**config.mk**
```make
export PLATFORM = sky130hd
export DESIGN_NAME = wildcard_byte_signature_search_flat
export DESIGN_NICKNAME = d
export VERILOG_FILES = /design/src/hdl/wbss_pkg.sv /design/src/hdl/wbss_in_if.sv /design/src/hdl/wbss_out_if.sv /design/src/hdl/wildcard_byte_signature_search.sv /design/src/flat_wrapper.sv
export SDC_FILE = /design/constraint.sdc
export NUM_CORES = 1
export LEC_CHECK = 0
export BUFFER_PORTS_ARGS = -buffer_cell sky130_fd_sc_hd__buf_2
export CAP_MARGIN = 5
export CORE_ASPECT_RATIO = 0.5
export CORE_UTILIZATION = 40
export DETAILED_ROUTE_END_ITERATION = 7
export PLACE_DENSITY_LB_ADDON = 0.3
export SYNTH_ARGS = -nofsm -noshare
export SYNTH_HDL_FRONTEND = slang
export SYNTH_SLANG_ARGS = --single-unit
export TNS_END_PERCENT = 30
```
**constraint.sdc**
```tcl
create_clock -name clk -period 8.1 [get_ports clk]
set_clock_uncertainty 0.05 [all_clocks]
set_input_delay 1.215 -clock clk [delete_from_list [all_inputs] [get_ports clk]]
set_output_delay 1.215 -clock clk [all_outputs]
set_load 0.03 [all_outputs]
```
**src/hdl/wbss_pkg.sv**
```systemverilog
// ----------------------------------------------------------------------------
// wbss_pkg
// Shared types and constants for the wildcard byte signature search.
// ----------------------------------------------------------------------------
package wbss_pkg;

    // Longest pattern, in bytes, and the widths that follow from it.
    localparam int PAT_MAX   = 16;
    localparam int PAT_IDX_W = 4;   // indexes pattern bytes 0..PAT_MAX-1
    localparam int LEN_W     = 5;   // holds 0..PAT_MAX

    localparam int WR_DATA_W  = 64;
    localparam int WR_INDEX_W = 3;

    // Configuration register indexes.
    typedef enum logic [WR_INDEX_W-1:0] {
        REG_PAT_LOW   = 3'd0,
        REG_PAT_HIGH  = 3'd1,
        REG_CARE_MASK = 3'd2,
        REG_PAT_LEN   = 3'd3,
        REG_BASE_ADDR = 3'd4,
        REG_START_OFF = 3'd5
    } reg_index_t;

    // Result status codes.
    typedef enum logic [1:0] {
        STATUS_NONE       = 2'd0,
        STATUS_UNIQUE     = 2'd1,
        STATUS_SEVERAL    = 2'd2,
        STATUS_NO_LITERAL = 2'd3
    } status_t;

endpackage

```
**src/hdl/wbss_in_if.sv**
```systemverilog
// ----------------------------------------------------------------------------
// wbss_in_if
// Byte stream channel: one memory byte per beat, with an end-of-region flag.
// ----------------------------------------------------------------------------
interface wbss_in_if;
    logic       valid;
    logic       ready;
    logic [7:0] data_byte;
    logic       last_byte;

    modport source (output valid, output data_byte, output last_byte, input ready);
    modport sink   (input valid, input data_byte, input last_byte, output ready);
endinterface

```
**src/hdl/wbss_out_if.sv**
```systemverilog
// ----------------------------------------------------------------------------
// wbss_out_if
// Result channel: one search result per beat.
// ----------------------------------------------------------------------------
interface wbss_out_if;
    logic        valid;
    logic        ready;
    logic [1:0]  status;
    logic [31:0] match_address;

    modport source (output valid, output status, output match_address, input ready);
    modport sink   (input valid, input status, input match_address, output ready);
endinterface

```
**src/hdl/wildcard_byte_signature_search.sv**
```systemverilog
// ----------------------------------------------------------------------------
// wildcard_byte_signature_search
// Streams memory bytes through a sliding window and searches for a masked
// byte pattern; reports one result per region.
// ----------------------------------------------------------------------------
// The block takes one byte per cycle, with no gaps of its own: each byte beat
// shifts the 16-byte window and compares the newest window against the
// pattern in the same cycle, so throughput is one byte per clock. Windows
// that overlap an earlier match are skipped, so matches never overlap. When
// the beat flagged last_byte is taken, the result (status and address) is
// loaded into the output register on that same edge, is offered from the next
// cycle on, and stays there until taken; the byte input stalls only while
// that register is full and not being drained.
// Status: 0 no match, 1 unique match, 2 several matches, 3 no literal
// (care) bytes within the pattern length. match_address is base_address plus
// the offset of the last match minus the start distance register, modulo
// 2^32, and is zero for status 0 and 3. After the last byte all stream state
// is cleared; the configuration registers are kept. pattern_length 0 acts as
// 1 and values above 16 act as 16. Write configuration only while the block
// is idle.
// ----------------------------------------------------------------------------
module wildcard_byte_signature_search
    import wbss_pkg::*;
(
    input  logic                  clk,
    input  logic                  rst_n,

    // configuration write port
    input  logic                  wr_en,
    input  logic [WR_INDEX_W-1:0] wr_index,
    input  logic [WR_DATA_W-1:0]  wr_data,

    wbss_in_if.sink               bytes,
    wbss_out_if.source            results
);

    // ------------------------------------------------------------------
    // Configuration registers
    // ------------------------------------------------------------------
    logic [8*PAT_MAX-1:0] pattern_reg;      // byte i at bits 8i+7:8i
    logic [PAT_MAX-1:0]   care_mask_reg;
    logic [LEN_W-1:0]     pattern_length_reg;
    logic [31:0]          base_address_reg;
    logic [15:0]          start_dist_reg;

    always_ff @(posedge clk or negedge rst_n)
    begin
        if (!rst_n)
        begin
            pattern_reg        <= '0;
            care_mask_reg      <= '0;
            pattern_length_reg <= LEN_W'(1);
            base_address_reg   <= '0;
            start_dist_reg     <= '0;
        end
        else if (wr_en)
        begin
            case (reg_index_t'(wr_index))
                REG_PAT_LOW:   pattern_reg[63:0]   <= wr_data;
                REG_PAT_HIGH:  pattern_reg[127:64] <= wr_data;
                REG_CARE_MASK: care_mask_reg       <= wr_data[PAT_MAX-1:0];
                REG_PAT_LEN:   pattern_length_reg  <= wr_data[LEN_W-1:0];
                REG_BASE_ADDR: base_address_reg    <= wr_data[31:0];
                REG_START_OFF: start_dist_reg      <= wr_data[15:0];
                default:       ;
            endcase
        end
    end

    // Effective length: clamp to 1..PAT_MAX.
    logic [LEN_W-1:0] eff_len;
    always_comb
    begin
        if (pattern_length_reg == '0)
            eff_len = LEN_W'(1);
        else if (pattern_length_reg > LEN_W'(PAT_MAX))
            eff_len = LEN_W'(PAT_MAX);
        else
            eff_len = pattern_length_reg;
    end

    // ------------------------------------------------------------------
    // Stream state
    // ------------------------------------------------------------------
    logic [7:0]       window_reg  [PAT_MAX];  // [k]: byte k beats before newest
    logic [7:0]       window_next [PAT_MAX];
    logic [LEN_W-1:0] fill_reg, fill_next;
    logic [31:0]      seen_reg, seen_next;
    logic [1:0]       matches_reg, matches_next;
    logic [31:0]      last_off_reg, last_off_next;
    logic [LEN_W-1:0] skip_reg, skip_next;

    // output register
    logic             out_valid_reg, out_valid_next;
    status_t          status_reg, status_next;
    logic [31:0]      addr_reg, addr_next;

    logic accept;
    assign bytes.ready = !out_valid_reg || results.ready;
    assign accept      = bytes.valid && bytes.ready;

    // Shifted window with the incoming byte at slot 0.
    logic [7:0] win_shift [PAT_MAX];
    always_comb
    begin
        win_shift[0] = bytes.data_byte;
        for (int k = 1; k < PAT_MAX; k++)
            win_shift[k] = window_reg[k-1];
    end

    // Masked compare. Window slot j lines up with pattern byte len-1-j;
    // slots at or beyond the length take no part.
    logic [PAT_MAX-1:0] mismatch;
    logic [PAT_MAX-1:0] len_mask;
    logic               window_hit;
    logic               has_literal;
    always_comb
    begin
        logic [LEN_W-1:0]     pidx;
        logic [PAT_IDX_W-1:0] p;
        pidx = '0;
        p    = '0;
        for (int j = 0; j < PAT_MAX; j++)
        begin
            pidx        = eff_len - LEN_W'(j) - LEN_W'(1);
            p           = pidx[PAT_IDX_W-1:0];
            len_mask[j] = LEN_W'(j) < eff_len;
            mismatch[j] = len_mask[j] && care_mask_reg[p]
                          && (win_shift[j] != pattern_reg[8*p +: 8]);
        end
        window_hit  = (mismatch == '0);
        has_literal = |(care_mask_reg & len_mask);
    end

    // Next state
    always_comb
    begin
        logic [LEN_W-1:0] fill_inc;
        logic [31:0]      seen_inc;

        fill_inc = (fill_reg == LEN_W'(PAT_MAX)) ? fill_reg : fill_reg + LEN_W'(1);
        seen_inc = seen_reg + 32'd1;

        window_next   = window_reg;
        fill_next     = fill_reg;
        seen_next     = seen_reg;
        matches_next  = matches_reg;
        last_off_next = last_off_reg;
        skip_next     = skip_reg;
        status_next   = status_reg;
        addr_next     = addr_reg;

        // result register drains on its own beat
        out_valid_next = out_valid_reg && !results.ready;

        if (accept)
        begin
            window_next = win_shift;
            fill_next   = fill_inc;
            seen_next   = seen_inc;

            // only windows fully inside the stream are compared
            if (fill_inc >= eff_len)
            begin
                if (skip_reg != '0)
                    skip_next = skip_reg - LEN_W'(1);
                else if (window_hit)
                begin
                    if (matches_reg != 2'd2)
                        matches_next = matches_reg + 2'd1;
                    last_off_next = seen_inc - 32'(eff_len);
                    skip_next     = eff_len - LEN_W'(1);
                end
            end

            if (bytes.last_byte)
            begin
                out_valid_next = 1'b1;
                if (!has_literal)
                begin
                    status_next = STATUS_NO_LITERAL;
                    addr_next   = '0;
                end
                else if (matches_next == 2'd0)
                begin
                    status_next = STATUS_NONE;
                    addr_next   = '0;
                end
                else
                begin
                    status_next = (matches_next == 2'd2) ? STATUS_SEVERAL : STATUS_UNIQUE;
                    addr_next   = base_address_reg + last_off_next
                                  - {16'd0, start_dist_reg};
                end

                // region done: back to a clean stream
                for (int k = 0; k < PAT_MAX; k++)
                    window_next[k] = '0;
                fill_next     = '0;
                seen_next     = '0;
                matches_next  = '0;
                last_off_next = '0;
                skip_next     = '0;
            end
        end
    end

    always_ff @(posedge clk or negedge rst_n)
    begin
        if (!rst_n)
        begin
            for (int k = 0; k < PAT_MAX; k++)
                window_reg[k] <= '0;
            fill_reg      <= '0;
            seen_reg      <= '0;
            matches_reg   <= '0;
            last_off_reg  <= '0;
            skip_reg      <= '0;
            out_valid_reg <= 1'b0;
        end
        else
        begin
            window_reg    <= window_next;
            fill_reg      <= fill_next;
            seen_reg      <= seen_next;
            matches_reg   <= matches_next;
            last_off_reg  <= last_off_next;
            skip_reg      <= skip_next;
            out_valid_reg <= out_valid_next;
        end
    end

    // result payload, no reset needed
    always_ff @(posedge clk)
    begin
        status_reg <= status_next;
        addr_reg   <= addr_next;
    end

    assign results.valid         = out_valid_reg;
    assign results.status        = status_reg;
    assign results.match_address = addr_reg;

endmodule
```
**src/flat_wrapper.sv**
```systemverilog
// flat-port wrapper written by rule: the top's interface ports become plain ports
module wildcard_byte_signature_search_flat import wbss_pkg::*;
  (clk, rst_n, wr_en, wr_index, wr_data, bytes_valid, bytes_data_byte, bytes_last_byte, bytes_ready, results_valid, results_status, results_match_address, results_ready);
  wbss_in_if bytes_i ();
  wbss_out_if results_i ();
  input  logic clk;
  input  logic rst_n;
  input  logic wr_en;
  input  logic [WR_INDEX_W-1:0] wr_index;
  input  logic [WR_DATA_W-1:0] wr_data;
  input wire logic [$bits(bytes_i.valid)-1:0] bytes_valid;
  input wire logic [$bits(bytes_i.data_byte)-1:0] bytes_data_byte;
  input wire logic [$bits(bytes_i.last_byte)-1:0] bytes_last_byte;
  output wire logic [$bits(bytes_i.ready)-1:0] bytes_ready;
  output wire logic [$bits(results_i.valid)-1:0] results_valid;
  output wire logic [$bits(results_i.status)-1:0] results_status;
  output wire logic [$bits(results_i.match_address)-1:0] results_match_address;
  input wire logic [$bits(results_i.ready)-1:0] results_ready;
  assign bytes_i.valid = bytes_valid;
  assign bytes_i.data_byte = bytes_data_byte;
  assign bytes_i.last_byte = bytes_last_byte;
  assign bytes_ready = bytes_i.ready;
  assign results_valid = results_i.valid;
  assign results_status = results_i.status;
  assign results_match_address = results_i.match_address;
  assign results_i.ready = results_ready;
  wildcard_byte_signature_search u_core (.clk(clk), .rst_n(rst_n), .wr_en(wr_en), .wr_index(wr_index), .wr_data(wr_data), .bytes(bytes_i), .results(results_i));
endmodule
```
# Word-level counts from Yosys, hierarchy flattened
# Cells that the tools add are included.
# op_classes
bitwise_logic	2
muxes	57
reduce_logical	54
n_eq_ne	24
n_addsub	37
n_lt_le_gt_ge	34
shift	16
# op_table
op	n
128-bit by 8-bit indexed part select with 8-bit output	16
32-bit two-way mux	6
128-bit two-way mux	1
8-bit != test	16
4-bit by 5-bit < comparator with 1-bit output, second input constant	16
1-bit binary-select mux with 4-bit select	16
4-bit by 1-bit subtractor with 4-bit output, second input constant	15
4-bit by 5-bit < comparator with 1-bit output, first input constant	8
5-bit two-way mux	8
1-bit logical AND	34
32-bit by 1-bit adder with 32-bit output, second input constant	1
32-bit adder	1
32-bit by 16-bit subtractor with 32-bit output	1
32-bit by 5-bit subtractor with 32-bit output	1
4-bit subtractor, second input constant	8
3-bit by 5-bit < comparator with 1-bit output, first input constant	4
1-bit two-way mux	18
16-bit AND	1
16-bit logical NOT	1
2-bit two-way mux	8
16-bit OR reduction	1
4-bit by 3-bit subtractor with 4-bit output, second input constant	4
2-bit AND reduction	7
1-bit by 5-bit < comparator with 1-bit output, first input constant	2
24 further kinds	30
# word_totals
ff_bits	428
inputBits	81
wordCells	253
out_inout_bits	36

# Longest topological paths before layout
# Gate-level depths: netlist of run 1.
# depth
word_depth	17
mapped_depth	38
depth_no_buf	31

# Least setup slack after synthesis of run 1
# Ideal clock, no wire load.
# synth_path
path_kind	flip-flop to flip-flop
from	reg u_core.pattern_length_reg[1]
to	reg u_core.addr_reg[30] (netlist: u_core.results.match_address[30]) (data pin)
n_path_buf	6
required_time_ns	7.792
arrival_ns	8.194
path_slack_ns	-0.402
setup_ns	0.258
path_stages_with_launch	35
synth_period_minus_slack_ns	8.502
path_cell_list	dfrtp_1 -> buf_4 -> nor3_4 -> o21ai_4 -> inv_4 -> buf_6 -> buf_4 -> buf_2 -> ha_1 -> nor3_1 -> xor2_2 -> mux4_2 -> xor2_1 -> nor4_1 -> a21oi_1 -> nor4_1 -> nand4_1 -> buf_6 -> buf_6 -> mux2_4 -> fa_1 -> fa_1 -> a21o_1 -> a21oi_1 -> o21bai_1 -> a21oi_1 -> o21ai_0 -> o211ai_1 -> nand3_1 -> o41ai_1 -> o21ai_0 -> a21oi_1 -> o21ai_0 -> xnor2_1 -> nor2_1
# synth_via
elab_chain_len	16
elab_cells_between_ends	164
cone_classes	33 x add/sub; 18 x order compare; 16 x eq/ne; 16 x shift; 42 x mux; 2 x bitwise; 37 x reduce/logical
# synth_lines
item	line_no	text
start: declaration	wildcard_byte_signature_search.sv:42	logic [LEN_W-1:0] pattern_length_reg;
start signal: assignment	wildcard_byte_signature_search.sv:62	REG_PAT_LEN: pattern_length_reg <= wr_data[LEN_W-1:0];
5-bit greater-than comparator	wildcard_byte_signature_search.sv:76	else if (pattern_length_reg > LEN_W'(PAT_MAX))
5-bit two-way mux	wildcard_byte_signature_search.sv:76	
5-bit two-way mux *	wildcard_byte_signature_search.sv:74	if (pattern_length_reg == '0)
branches (longest 13 deep; another with 32-bit adder)	-	
end signal: assignment	wildcard_byte_signature_search.sv:237	addr_reg <= addr_next;
end: declaration	wildcard_byte_signature_search.sv:96	logic [31:0] addr_reg, addr_next;
# Mark *: on every way between the ends. The select of a mux whose other input is x is not followed.
# A chain may end at the register's enable or synchronous reset.

# Final worst setup path of run 1
# layout_path
from	reg u_core.pattern_length_reg[1]
to	reg u_core.addr_reg[28] (netlist: u_core.results.match_address[28]) (data pin)
# Same word-level chain as after synthesis.

==> run_results.csv, run 1 <==
group,metric,value,unit
global_route,first_global_vias,24500,
setup_path,path_common_cell,"o21ai_1",
worst_hold_path,hold_class,"reg -> reg",
global_route,grt_start_max_net_pins,241,
sta,rsz0062_at_grt,"yes",
die,ios,117,
clock_tree,clockBufferDepth,3,
run,drv_cap,0,
logic_synthesis,async_reset_ff_frac,0.921,
global_route,grt_pass1_wl,168000,um
placed_design,io_buffers,116,
power_and_ir_drop,power,11.9,mW
global_route,overflow,0,
clock_tree,cts_tree,"yes",
final_layout,largest_register_ffs,128,
logic_synthesis,synth_area,29600,um^2
placed_design,dp_hpwl,88100,um
logic_synthesis,postSynthCellCount,2970,
setup_path,crit_required,8.41,ns
power_and_ir_drop,seqPwrFrac,0.238,
final_layout,fillCellCount,6821,
power_and_ir_drop,p_switching,5.29,mW
setup_path,end_kind,"flop",
clock_tree,clock-sinks,428,
logic_synthesis,synthMuxAreaShare,0.212,
final_layout,postLayoutCoreUtil,0.474,
final_layout,syn_to_final_growth,17.1,%
power_and_ir_drop,power_leakage,14.6,nW
clock_tree,cts_root_buf,"clkbuf_16",
sta,whs,0.438,ns
setup_path,critPathSlowestCell,"or4_4",
die,rows,70,
logic_synthesis,synthAdderAreaFrac,0.0410,
outcome,violations,"DRC",
die,core_area,73200,um^2
power_and_ir_drop,share_comb_of_total_power,0.582,
routing,vias_per_cell,6.29,
sta,tns,0,ns
outcome,outcome,"finished with violations",
power_and_ir_drop,p_sw_frac,0.446,
sta,period_needed,7.85,ns
routing,num_vias,26200,
logic_synthesis,synth-xor-area-share,0.0579,
logic_synthesis,ys_types,90,
logic_synthesis,synth-simple-area-share,0.143,
final_layout,layout.area.seq,10900,um^2
sta,hold_viol,0,
logic_synthesis,synth-compound-area-share,0.135,
final_layout,final_area,34700,um^2
final_layout,num-nets-final,3328,
die,die_area,75300,um^2
setup_path,arrival,8.16,ns
routing,drt_iter0_drc,3351,
setup_path,worstSetupPathType,"reg -> reg",
routing,route.detailed.drc,4,
clock_tree,clkTransAtPathRegs,0.08,ns
final_layout,drive_gt1_frac,0.273,
power_and_ir_drop,internal_power,6.56,mW
global_route,gr-usage-all-layers,0.299,
sta,fin_crit_sh,0.969,
setup_path,worst_setup_path_start_kind,"flop",
clock_tree,clkLatencyLatePin,0.62,ns
sta,max_freq,0.127,GHz
logic_synthesis,ys_warn_count,0,
routing,drt-pass1-iter-count,8,
routing,routed_wirelength,116000,um
die,start_util,0.405,
logic_synthesis,ys_seq_elements,428,
sta,slew_headroom,0.217,
logic_synthesis,syn_area_per_cell,9.98,um^2
logic_synthesis,synth_top_family_by_area,"multiplexers",
power_and_ir_drop,p_per_area,341,nW/um^2
logic_synthesis,yosysSeqAreaShare,0.367,
setup_path,cpPeakStageDelay,0.62,ns
placed_design,placed_cell_area,32500,um^2
clock_tree,cts_hold_buf,0,
power_and_ir_drop,ir_worst_vdd,0.000172,V
sta,finalSetupViolations,0,
logic_synthesis,synthFlopType,"dfrtp_1",
placed_design,routabilityCongestion,1.08,
clock_tree,cts_buffers,43,
power_and_ir_drop,power_frac_clock,0.180,
routing,routedWlPerCell,27.8,um
global_route,antenna_found_initial,3,
sta,drv_slew,0,
setup_path,critPathMaxFanout,13,
sta,worst_pin_slew,1.17,ns
clock_tree,ctsHtreeMaxLevel,2,
final_layout,multi_input_area,18000,um^2
die,die_h,195,um
die,die_w,387,um
routing,antenna_left,0,
logic_synthesis,synth_edf_count,34,
logic_synthesis,synthesis.nets,3137,
-- worst paths after layout --
path                            depth (start not counted)                                      from  slack [ns]                                        endpoint
worst min-delay path                                    2       u_core.last_off_reg[27]$_DFFE_PN0P_        0.44             u_core.last_off_reg[27]$_DFFE_PN0P_
max in group asynchronous                               2                                     rst_n        5.88        u_core.pattern_length_reg[3]$_DFFE_PN0P_
worst max register to register                         32  u_core.pattern_length_reg[1]$_DFFE_PN0P_        0.25  u_core.results.match_address[28]$_SDFFCE_PP0P_
worst min register to register                          2       u_core.last_off_reg[27]$_DFFE_PN0P_        0.44             u_core.last_off_reg[27]$_DFFE_PN0P_
worst max-delay path                                   32  u_core.pattern_length_reg[1]$_DFFE_PN0P_        0.25  u_core.results.match_address[28]$_SDFFCE_PP0P_
min in group asynchronous                               1                                     rst_n        0.58              u_core.pattern_reg[99]$_DFFE_PN0P_
-- kinds of logic after synthesis --
group | after synthesis
xor gates and xnor gates | 195
DFF | 428
buffers and inverters | 314
and+or+nand+nor | 899
adders and majority gates | 88
muxes | 417
AOI/OAI and AO/OA | 629
-- metal layers --
metal	global-route usage	wire length, um
met1	0.421	48200
met2	0.458	51000
met3	0.0604	11900
met4	0.0997	4630
met5	0	7
-- worst max-delay path: cells and delay by family, from the launching register on --
kind,cells,cell delay (ns)
multiplexers,1,0.61
XOR/XNOR,2,0.39
adder cells (fa/ha/maj),2,0.68
AO/OA/AOI/OAI,13,2.45
buffers and inverters,5,0.82
AND/OR/NAND/NOR,9,2.13
flip-flops,1,0.43
-- stage by stage --
step                      instances  worst slack [ns]
after floorplan                2970            0.0638
after global placement         4060            -0.138
after detailed placement       4060           -0.0764
after CTS                      4139          0.000195
after global routing           4167           -0.0588
final                          4168             0.252
-- area by class of cell --
cell class              instances  share of cell area
diodes                          1           0.0000721
clock buffers                  52              0.0331
clock inverters                27             0.00908
inverters                     105              0.0117
multi-input cells            2230               0.518
flip-flops and latches        428               0.313
well taps                     972              0.0350
repair buffers                353              0.0796
-- power groups by stage --
stage | clock [mW] | combinational (mW) | sequential (mW)
final | 2.14 | 6.90 | 2.82
after detailed placement | 0 | 6.37 | 2.82
after CTS | 2.17 | 6.40 | 2.79
after global placement | 0 | 6.35 | 2.82
after global routing | 2.26 | 7.18 | 2.83
after floorplan | 0 | 3.91 | 2.66
-- cell usage in the layout (no fill, tap or decap), drive strengths merged, types with 93 or more instances in the layout --
cell type	instances
nand2	395
dfrtp	393
buf	350
o21ai	241
mux2	188
mux4	147
nand3	141
inv	113
nor2	105
xnor2	102
xor2	93
-- timing repair --
| item | CTS | global route |
|---|---|---|
| buffers inserted | 0 | 22 |
| gates resized for setup | 5 | 83 |
| pin swaps | 0 | 23 |
| endpoints found under the setup margin | 4 | 12 |
| cloned | 0 | 6 |
-- synth_stat cells (all sizes together) (87+ instances only) --
master / count / area share
nor2: 105 / 0.013
o21ai: 241 / 0.041
nand3: 141 / 0.024
dfrtp: 393 / 0.33
a22oi: 91 / 0.023
nand2: 395 / 0.050
clkbuf: 130 / 0.017
mux4: 147 / 0.11
xor2: 93 / 0.028
mux2: 188 / 0.072
xnor2: 102 / 0.030
a21oi: 87 / 0.016
inv: 104 / 0.013
(Power assumes the default switching activity.)
==> run 2: changes to the inputs <==
- MAX_ROUTING_LAYER: default -> met4
==> run_results.csv, run 2 (synthesis gave the netlist of run 1 again) <==
group,metric,value,unit
die,die_h,195,um
clock_tree,ctsHtreeMaxLevel,2,
final_layout,antenna_cells,0,
setup_path,reg2reg_depth,32,
worst_hold_path,hold_class,"reg -> reg",
routing,num_vias,25900,
clock_tree,cts_root_buf,"clkbuf_16",
final_layout,final_common_cell,"nand2_1",
outcome,outcome,"finished with violations",
placed_design,pre_cts_slack,0.0936,ns
placed_design,routabilityCongestion,1.06,
final_layout,postLayoutCoreUtil,0.468,
sta,finalSetupViolations,0,
global_route,grt.busiest_layer,"met2",
sta,fin_ws,0.321,ns
global_route,first_global_vias,23700,
global_route,met2_usage,0.442,
global_route,grt_start_max_net_pins,241,
setup_path,worstSetupPathType,"reg -> reg",
sta,max_freq,0.129,GHz
final_layout,largest_register_ffs,128,
clock_tree,clock-sinks,428,
routing,routedWlPerCell,27.4,um
clock_tree,clkLatencyLatePin,0.60,ns
power_and_ir_drop,ir_worst_vdd,0.000156,V
sta,slew_headroom,0.244,
run,drv_cap,0,
power_and_ir_drop,p_per_area,334,nW/um^2
die,rows,70,
clock_tree,clkTransAtPathRegs,0.06,ns
sta,worst_pin_slew,1.13,ns
final_layout,syn_to_final_growth,15.6,%
sta,drv_slew,0,
worst_hold_path,min-delay-start,"u_core.last_off_reg[28]$_DFFE_PN0P_",
setup_path,end_kind,"flop",
sta,fin_crit_sh,0.960,
setup_path,r2r-start,"u_core.pattern_length_reg[4]$_DFFE_PN0P_",
power_and_ir_drop,power,11.5,mW
setup_path,cpPeakStageDelay,0.50,ns
routing,drt_iter0_drc,3602,
routing,route.detailed.drc,2,
final_layout,final_cell_mix,"nand2_1 (394), dfrtp_1 (390), o21ai_0 (224), mux2_2 (180), buf_4 (178)",
global_route,overflow,0,
die,ios,117,
routing,antenna_left,0,
clock_tree,cts_buffers,41,
global_route,antenna_found_initial,1,
setup_path,crit_required,8.40,ns
global_route,grtUsageMet3,0.0496,
routing,vias_per_cell,6.25,
setup_path,r2r_end,"u_core.results.match_address[30]$_SDFFCE_PP0P_",
clock_tree,cts_tree,"yes",
final_layout,final_area,34300,um^2
global_route,grt_pass1_wl,163000,um
setup_path,worst_setup_path_start_kind,"flop",
sta,hold_viol,0,
global_route,use_met1,0.416,
setup_path,cp-startpoint,"u_core.pattern_length_reg[4]$_DFFE_PN0P_",
die,die_w,387,um
routing,drt-pass1-iter-count,8,
routing,routed_wirelength,113000,um
die,die_area,75300,um^2
final_layout,drive_gt1_frac,0.254,
final_layout,stdcell_count,4137,
placed_design,dp_hpwl,84100,um
sta,tns,0,ns
outcome,violations,"DRC",
placed_design,dp.cells,4033,
setup_path,reg2reg_slack,0.32,ns
worst_hold_path,whs_endpoint,"u_core.last_off_reg[28]$_DFFE_PN0P_",
sta,period_needed,7.78,ns
clock_tree,clockBufferDepth,3,
placed_design,io_buffers,116,
setup_path,path_common_cell,"buf_4",
die,core_area,73200,um^2
power_and_ir_drop,power_leakage,14.4,nW
final_layout,num-nets-final,3301,
setup_path,arrival,8.08,ns
worst_hold_path,hold_depth,2,
placed_design,placed_cell_area,32300,um^2
setup_path,critPathSlowestCell,"a31oi_1",
final_layout,fillCellCount,6804,
setup_path,critPathMaxFanout,44,
global_route,gr-usage-all-layers,0.299,
sta,whs,0.432,ns
die,start_util,0.405,
-- run 2: cell count changes in the layout (fill, tap and decap cells not counted), moves of 4 or more --
cell and delta:
a22oi_1 +8, a22oi_2 -8, buf_4 -23, clkbuf_1 +4, clkinv_2 +5, inv_6 -7, nor4_1 +6, nor4_2 -5
xnor2_1 +4, xnor2_2 -4
-- run 2: critical path, delay by kind of cell, from the launching register on --
kind            cells  cell delay, ns
xor+xnor            2            0.28
compound gates     13            2.73
buf+inv             6            1.19
flops               1            0.45
simple gates        8            1.54
mux                 1            0.32
fa+ha+maj           2            0.94
-- run 2: worst max path at each step --
stage	end	slack, ns	depth (start not counted)
floorplan	u_core.results.match_address[30]$_SDFFCE_PP0P_	0.06	34
global placement	u_core.results.match_address[28]$_SDFFCE_PP0P_	0.12	30
detailed placement	u_core.results.match_address[30]$_SDFFCE_PP0P_	0.09	30
CTS	u_core.results.match_address[30]$_SDFFCE_PP0P_	0.04	30
global route	u_core.results.match_address[30]$_SDFFCE_PP0P_	-0.009	34
finish	u_core.results.match_address[30]$_SDFFCE_PP0P_	0.32	32
-- run 2: final cells by class --
cell class / instances / area (um^2) / share of cell area
sequential: 428 / 10900 / 0.318
tap: 972 / 1220 / 0.0355
timing repair buffer: 329 / 2590 / 0.0757
clock buffer: 56 / 1150 / 0.0337
inverter: 105 / 400 / 0.0117
multi-input combinational: 2229 / 17800 / 0.520
clock inverter: 18 / 206 / 0.00602
-- run 2: repair_timing --
| action | 4_1_cts | 5_1_grt |
|---|---|---|
| setup buffers | 0 | 24 |
| hold buffers | 0 | 0 |
| setup endpoints to repair | 0 | 12 |
| gates resized for setup | 0 | 51 |
-- run 2: where the power goes --
group	internal (mW)	switching (mW)
Combinational	2.89	3.76
Clock	1.11	0.908
Sequential	2.42	0.376
Total	6.41	5.04
-- run 2: metal layers --
layer  part of all wire  wire length, um  vias up
met5                  0                0        -
met4              0.039             4430        0
met3              0.093            10500      226
met2               0.44            50100     1281
met1               0.43            48300    13000
li1                   -                -    11300
